==> config.mk <==
export PLATFORM = sky130hd
export DESIGN_NAME = dhkv_seq
export DESIGN_NICKNAME = d
export VERILOG_FILES = /design/src/rtl/dhkv_pkg.sv /design/src/rtl/dhkv_seq.sv
export SDC_FILE = /design/constraint.sdc
export NUM_CORES = 1
export LEC_CHECK = 0
export BUFFER_PORTS_ARGS = -buffer_cell sky130_fd_sc_hd__buf_2
export CAP_MARGIN = 30
export CORE_AREA = 8 8 45 47
export CTS_BUF_LIST = sky130_fd_sc_hd__clkbuf_16
export DETAILED_ROUTE_END_ITERATION = 8
export DIE_AREA = 0 0 53 55
export GPL_TIMING_DRIVEN = 0
export SLEW_MARGIN = 25
export SYNTH_ARGS = -nofsm -noshare
export SYNTH_HDL_FRONTEND = slang
export SYNTH_SLANG_ARGS = --single-unit
==> constraint.sdc <==
create_clock -name clk -period 1.24 [get_ports clk]
set_input_delay 0.186 -clock clk [delete_from_list [all_inputs] [get_ports clk]]
set_output_delay 0.186 -clock clk [all_outputs]
set_load 0.05 [all_outputs]
==> src/rtl/dhkv_pkg.sv <==
package dhkv_pkg;

    // table geometry
    localparam int TABLE_SIZE = 1021;
    localparam int IDX_W      = $clog2(TABLE_SIZE);
    localparam int KEY_W      = 32;
    localparam int VAL_W      = 32;
    localparam int SLOT_W     = 2;
    localparam int CMD_W      = 2;
    localparam int STATUS_W   = 2;

    // key reduction, one digit per step
    localparam int DIGIT_W   = 4;
    localparam int DIGITS    = KEY_W / DIGIT_W;
    localparam int DIG_CNT_W = $clog2(DIGITS);

    // commands
    localparam logic [CMD_W-1:0] CMD_INSERT = 2'd0;
    localparam logic [CMD_W-1:0] CMD_SEARCH = 2'd1;
    localparam logic [CMD_W-1:0] CMD_DELETE = 2'd2;

    // result codes
    localparam logic [STATUS_W-1:0] ST_OK   = 2'd0;
    localparam logic [STATUS_W-1:0] ST_DUP  = 2'd1;
    localparam logic [STATUS_W-1:0] ST_FULL = 2'd2;
    localparam logic [STATUS_W-1:0] ST_MISS = 2'd3;

    // slot codes
    localparam logic [SLOT_W-1:0] SLOT_EMPTY = 2'd0;
    localparam logic [SLOT_W-1:0] SLOT_USED  = 2'd1;
    localparam logic [SLOT_W-1:0] SLOT_GONE  = 2'd2;

    typedef logic [IDX_W-1:0] idx_t;

    typedef struct packed {
        logic [CMD_W-1:0]        command;
        logic [KEY_W-1:0]        key;
        logic signed [VAL_W-1:0] value;
    } request_t;

    typedef struct packed {
        logic [STATUS_W-1:0]     status;
        logic signed [VAL_W-1:0] found_value;
    } response_t;

    // microprogram steps
    typedef enum logic [2:0] {
        STEP_CLEAR,
        STEP_IDLE,
        STEP_MOD,
        STEP_READ,
        STEP_CHECK,
        STEP_FINISH
    } step_t;

    // datapath operations
    typedef enum logic [2:0] {
        OP_CLEAR,
        OP_LOAD,
        OP_MOD,
        OP_READ,
        OP_CHECK,
        OP_FINISH
    } op_t;

    // jump conditions
    typedef enum logic [2:0] {
        COND_ALWAYS,
        COND_CLEAR_LAST,
        COND_IN_TAKE,
        COND_MOD_LAST,
        COND_PROBE_END,
        COND_OUT_FREE
    } cond_t;

    typedef struct packed {
        op_t   op;
        cond_t cond;
        step_t on_true;
        step_t on_false;
    } uword_t;

    typedef struct packed {
        logic clear_last;
        logic mod_last;
        logic probe_end;
    } dp_flags_t;

    typedef struct packed {
        logic clear_last;
        logic in_take;
        logic mod_last;
        logic probe_end;
        logic out_free;
    } flags_t;

    // control store
    function automatic uword_t ucode(step_t s);
        uword_t w;
        unique case (s)
            STEP_CLEAR:  w = '{OP_CLEAR,  COND_CLEAR_LAST, STEP_IDLE,   STEP_CLEAR};
            STEP_IDLE:   w = '{OP_LOAD,   COND_IN_TAKE,    STEP_MOD,    STEP_IDLE};
            STEP_MOD:    w = '{OP_MOD,    COND_MOD_LAST,   STEP_READ,   STEP_MOD};
            STEP_READ:   w = '{OP_READ,   COND_ALWAYS,     STEP_CHECK,  STEP_CHECK};
            STEP_CHECK:  w = '{OP_CHECK,  COND_PROBE_END,  STEP_FINISH, STEP_READ};
            STEP_FINISH: w = '{OP_FINISH, COND_OUT_FREE,   STEP_IDLE,   STEP_FINISH};
            default:     w = '{OP_LOAD,   COND_ALWAYS,     STEP_IDLE,   STEP_IDLE};
        endcase
        return w;
    endfunction

    // one bit of a restoring remainder: (r * 2 + b) mod m, with r < m
    function automatic idx_t mod_shift(idx_t r, logic b, logic [IDX_W:0] m);
        logic [IDX_W:0] t;
        t = {r, b};
        if (t >= m) begin
            t = t - m;
        end
        return t[IDX_W-1:0];
    endfunction

endpackage

==> src/rtl/dhkv_seq.sv <==
module dhkv_seq
    import dhkv_pkg::*;
(
    input  logic   clk,
    input  logic   rst_n,
    input  flags_t flags,
    output uword_t uw
);

    step_t step_reg;
    step_t step_next;
    logic  cond_hit;

    always_ff @(posedge clk or negedge rst_n)
    begin
        if (!rst_n)
        begin
            step_reg <= STEP_CLEAR;
        end
        else
        begin
            step_reg <= step_next;
        end
    end

    // next step: conditional jump
    always_comb
    begin
        unique case (uw.cond)
            COND_ALWAYS:     cond_hit = 1'b1;
            COND_CLEAR_LAST: cond_hit = flags.clear_last;
            COND_IN_TAKE:    cond_hit = flags.in_take;
            COND_MOD_LAST:   cond_hit = flags.mod_last;
            COND_PROBE_END:  cond_hit = flags.probe_end;
            COND_OUT_FREE:   cond_hit = flags.out_free;
            default:         cond_hit = 1'b1;
        endcase
        step_next = cond_hit ? uw.on_true : uw.on_false;
    end

    // control word out of the store
    always_comb
    begin
        uw = ucode(step_reg);
    end

endmodule

After elaboration in Yosys (flattened, before gate mapping)
Index checks and enable logic that the tools add are counted.
{"block": "word_totals", "register_bits": 3, "in_bits": 7, "out_inout_bits": 12, "elab_cells": 15}
{"block": "classes", "n_eq_ne": 10, "mux": 3, "reduce_logical": 1}
{"cell": "$pmux W12 S6", "n": 1}
{"cell": "$eq A3 B2 Y1 const B", "n": 4}
{"cell": "$eq A3 B3 Y1 const B", "n": 4}
{"cell": "$eq A3 B1 Y1 const B", "n": 2}
{"cell": "$pmux W1 S5", "n": 1}
{"cell": "$logic_not A3 Y1", "n": 1}
{"cell": "$mux W3", "n": 1}

Logic depth before layout (Yosys ltp)
{"block": "depth", "depth_word": 5, "ltp_mapped": 4, "depth_no_buf": 3}

Least setup slack after synthesis
No wires, ideal clock.
{"block": "synth_timing", "path_kind": "reg-to-output", "startpoint": "register step_reg[0]", "endpoint": "output port uw[7] (netlist name)", "arrival_time_ns": 1.831, "required_time_ns": 1.054, "slack_ns": -0.777, "stages_incl_launch_ff": 5, "n_path_buf": 2, "path_cell_list": "dfrtp_1 buf_4 nand2b_1 a21oi_1 buf_4"}
{"element": "start, declared", "line_no": "dhkv_seq.sv:10", "source": "step_t step_reg;"}
{"element": "start signal, assigned", "line_no": "dhkv_seq.sv:22", "source": "step_reg <= step_next;"}
{"element": "end, declared", "line_no": "dhkv_seq.sv:7", "source": "output uword_t uw"}

==> impl_metrics.csv <==
group,metric,value,unit
floorplan,die_h,55,µm
clocking,path_clk_slew,30,ps
clocking,cts_max_path_buffers,2,
global_routing,grt_pass1_vias,413,
global_routing,antenna_found_initial,0,
cells_and_area,num-fill-cells,101,
outcome,violations,"negative setup slack",
clocking,cts_buffers,3,
sta,setup_viol,13,
sta,worst_pin_slew,214,ps
logic_synthesis,synth.distinct_cells,18,
routing,met1Wirelength,457,µm
logic_synthesis,yosys_register_bits,3,
worst_setup_path,reg2reg_from,"step_reg[2]",
clocking,htree_levels,1,
routing,wl_met3,76,µm
cells_and_area,antenna_cells,0,
logic_synthesis,ys_seq_area_share,25.3,%
logic_synthesis,synth_area,297,µm²
routing,routedWlPerCell,14.5,µm
place,dp.cells,67,
logic_synthesis,postSynthCellCount,33,
routing,drcViolationCount,0,
logic_synthesis,synth_ff_type,"dfrtp_1",
global_routing,grt_overflow,0,
cells_and_area,final_cell_mix,"buf_6, buf_2, buf_4, buf_8, nand2b_4",
global_routing,grt.total_usage,8.92,%
floorplan,core_area,1380,µm²
place,place.gp.congestion,0.709,
worst_setup_path,regToRegEndpoint,"step_reg[1]",
worst_setup_path,endpoint_kind,"output pin",
place,dp_hpwl,695,µm
logic_synthesis,synth_fp_nets,40,
floorplan,io_pins,19,
hold_path,hold_path_depth,2,
routing,num_vias,366,
floorplan,start_util,21.4,%
outcome,status,"finished, violations left",
routing,routed_wl,1230,µm
cells_and_area,design_area,883,µm²
sta,period_needed,1470,ps
logic_synthesis,syn_area_per_cell,8.99,µm²
hold_path,hp-start,"flags[0]",
worst_setup_path,reg2regPathDepth,5,
routing,drtPass1Iterations,2,
cells_and_area,largest_reg_flops,3,
cells_and_area,syn2layout_area_growth,198,%
cells_and_area,nets,77,
sta,fmax,679,MHz
sta,rsz0062_at_grt,"true",
cells_and_area,final_common_cell,"buf_6",
floorplan,die_width,53,µm
routing,vias_per_cell,4.31,
sta,fin_skew,0.888,ps
worst_setup_path,worstPathRequired,1050,ps
worst_setup_path,crit_fanout,4,
sta,slew_viol_final,0,
clocking,cts_sinks,3,
cells_and_area,layout.cells.non_filler,85,
hold_path,hp-class,"in2reg",
routing,routed-wl-met2,699,µm
routing,dr.max_layer_used,"met3",
sta,hold_viol_final,0,
sta,setup_slack,-232,ps
routing,antenna_left,0,
clocking,clk_latency,220,ps
logic_synthesis,yosys_warnings,0,
logic_synthesis,ys_async_sr_fraction,100,%
worst_setup_path,setup.worst_path.class,"reg2out",
hold_path,holdPathEnd,"step_reg[2]",
routing,drtIter0Drc,1,
sta,relSlewSlack,85.5,%
global_routing,grt_pass1_wl,1840,µm
floorplan,die_area,2920,µm²
worst_setup_path,start_kind,"flop",
global_routing,grt_max_degree,7,
run,maxCapViolations,0,
sta,fin_crit_sh,119,%
clocking,root_buffer,"clkbuf_16",
place,placed_area,494,µm²
place,portBuffers,18,
logic_synthesis,synth_edf_count,0,
cells_and_area,drive_gt1_share,84.1,%
worst_setup_path,rrSetupSlack,-20,ps
worst_setup_path,worstPathArrival,1290,ps
clocking,tritoncts,"done",
floorplan,rows,14,
[worst max-delay path, cell delays in order, from the launching register on]
cell and delay [ps]:
dfrtp_1 360, buf_6 120, nand2b_4 160, a21oi_4 170
buf_6 120, buf_8 130
[metal layers]
layer,GRT usage (%),vias to the layer above
met1,9.01,175
met4,5.17,0
met3,5.08,0
met2,14.3,6
li1,-,185
met5,0,-
[cell usage after synthesis (all sizes together) (2+ instances only)]
cell type,instances,area share (%)
a21oi,3,5.1
nand2b,4,11
buf,5,14
mux2i,2,6.8
inv,4,5.1
nand2,4,5.1
dfrtp,3,25
[metrics by stage]
stage / hold slack (ps) / setup TNS (ps) / setup WS [ps] / util (%)
floorplan: -110 / -477 / -218 / -
global placement: -18.2 / -595 / -163 / 35.7
detailed placement: -16.4 / -637 / -162 / 35.7
CTS: 192 / -1720 / -213 / 56.4
global route: 207 / -2680 / -283 / 63.8
finish: 207 / -2030 / -232 / 63.8
[cell type report]
cell class	instances	area, µm²	area share [%]
inverter	4	38.8	4.39
timing repair buffer	32	329	37.3
sequential	3	75.1	8.50
tap	16	20.0	2.27
buffer	5	56.3	6.37
clock inverter	1	3.75	0.425
clock buffer	3	75.1	8.50
multi-input combinational	21	285	32.3
[how the worst max path moves through the flow]
stage / start / endpoint / slack (ps) / cells past startpoint
finish: step_reg[1] / uw[7] / -230 / 5
global route: step_reg[1] / uw[7] / -280 / 5
CTS: step_reg[0] / uw[7] / -210 / 5
detailed placement: step_reg[0] / uw[7] / -160 / 5
global placement: step_reg[0] / uw[7] / -160 / 5
floorplan: step_reg[0] / uw[7] / -220 / 4
[what timing repair did]
action / 4_1_cts / 5_1_grt
hold buffers: 1 / 0
pin swaps: 1 / 2
buffers inserted: 10 / 5
hold endpoints to repair: 3 / 0
gates resized for setup: 33 / 19
gates cloned: 1 / 0
endpoints found under the setup margin: 12 / 13
[cells by family after synthesis]
group                  count (synthesis)  share of synthesized area, %
multiplexers                           2                          6.75
AND/OR/NAND/NOR                       12                          30.8
flip-flops                             3                          25.3
buffers and inverters                  9                          19.0
AO/OA/AOI/OAI                          7                          18.1
Power is left out: the tool's default activity adds up to more than one toggle a clock period on the data nets, which glitch-free logic cannot reach.
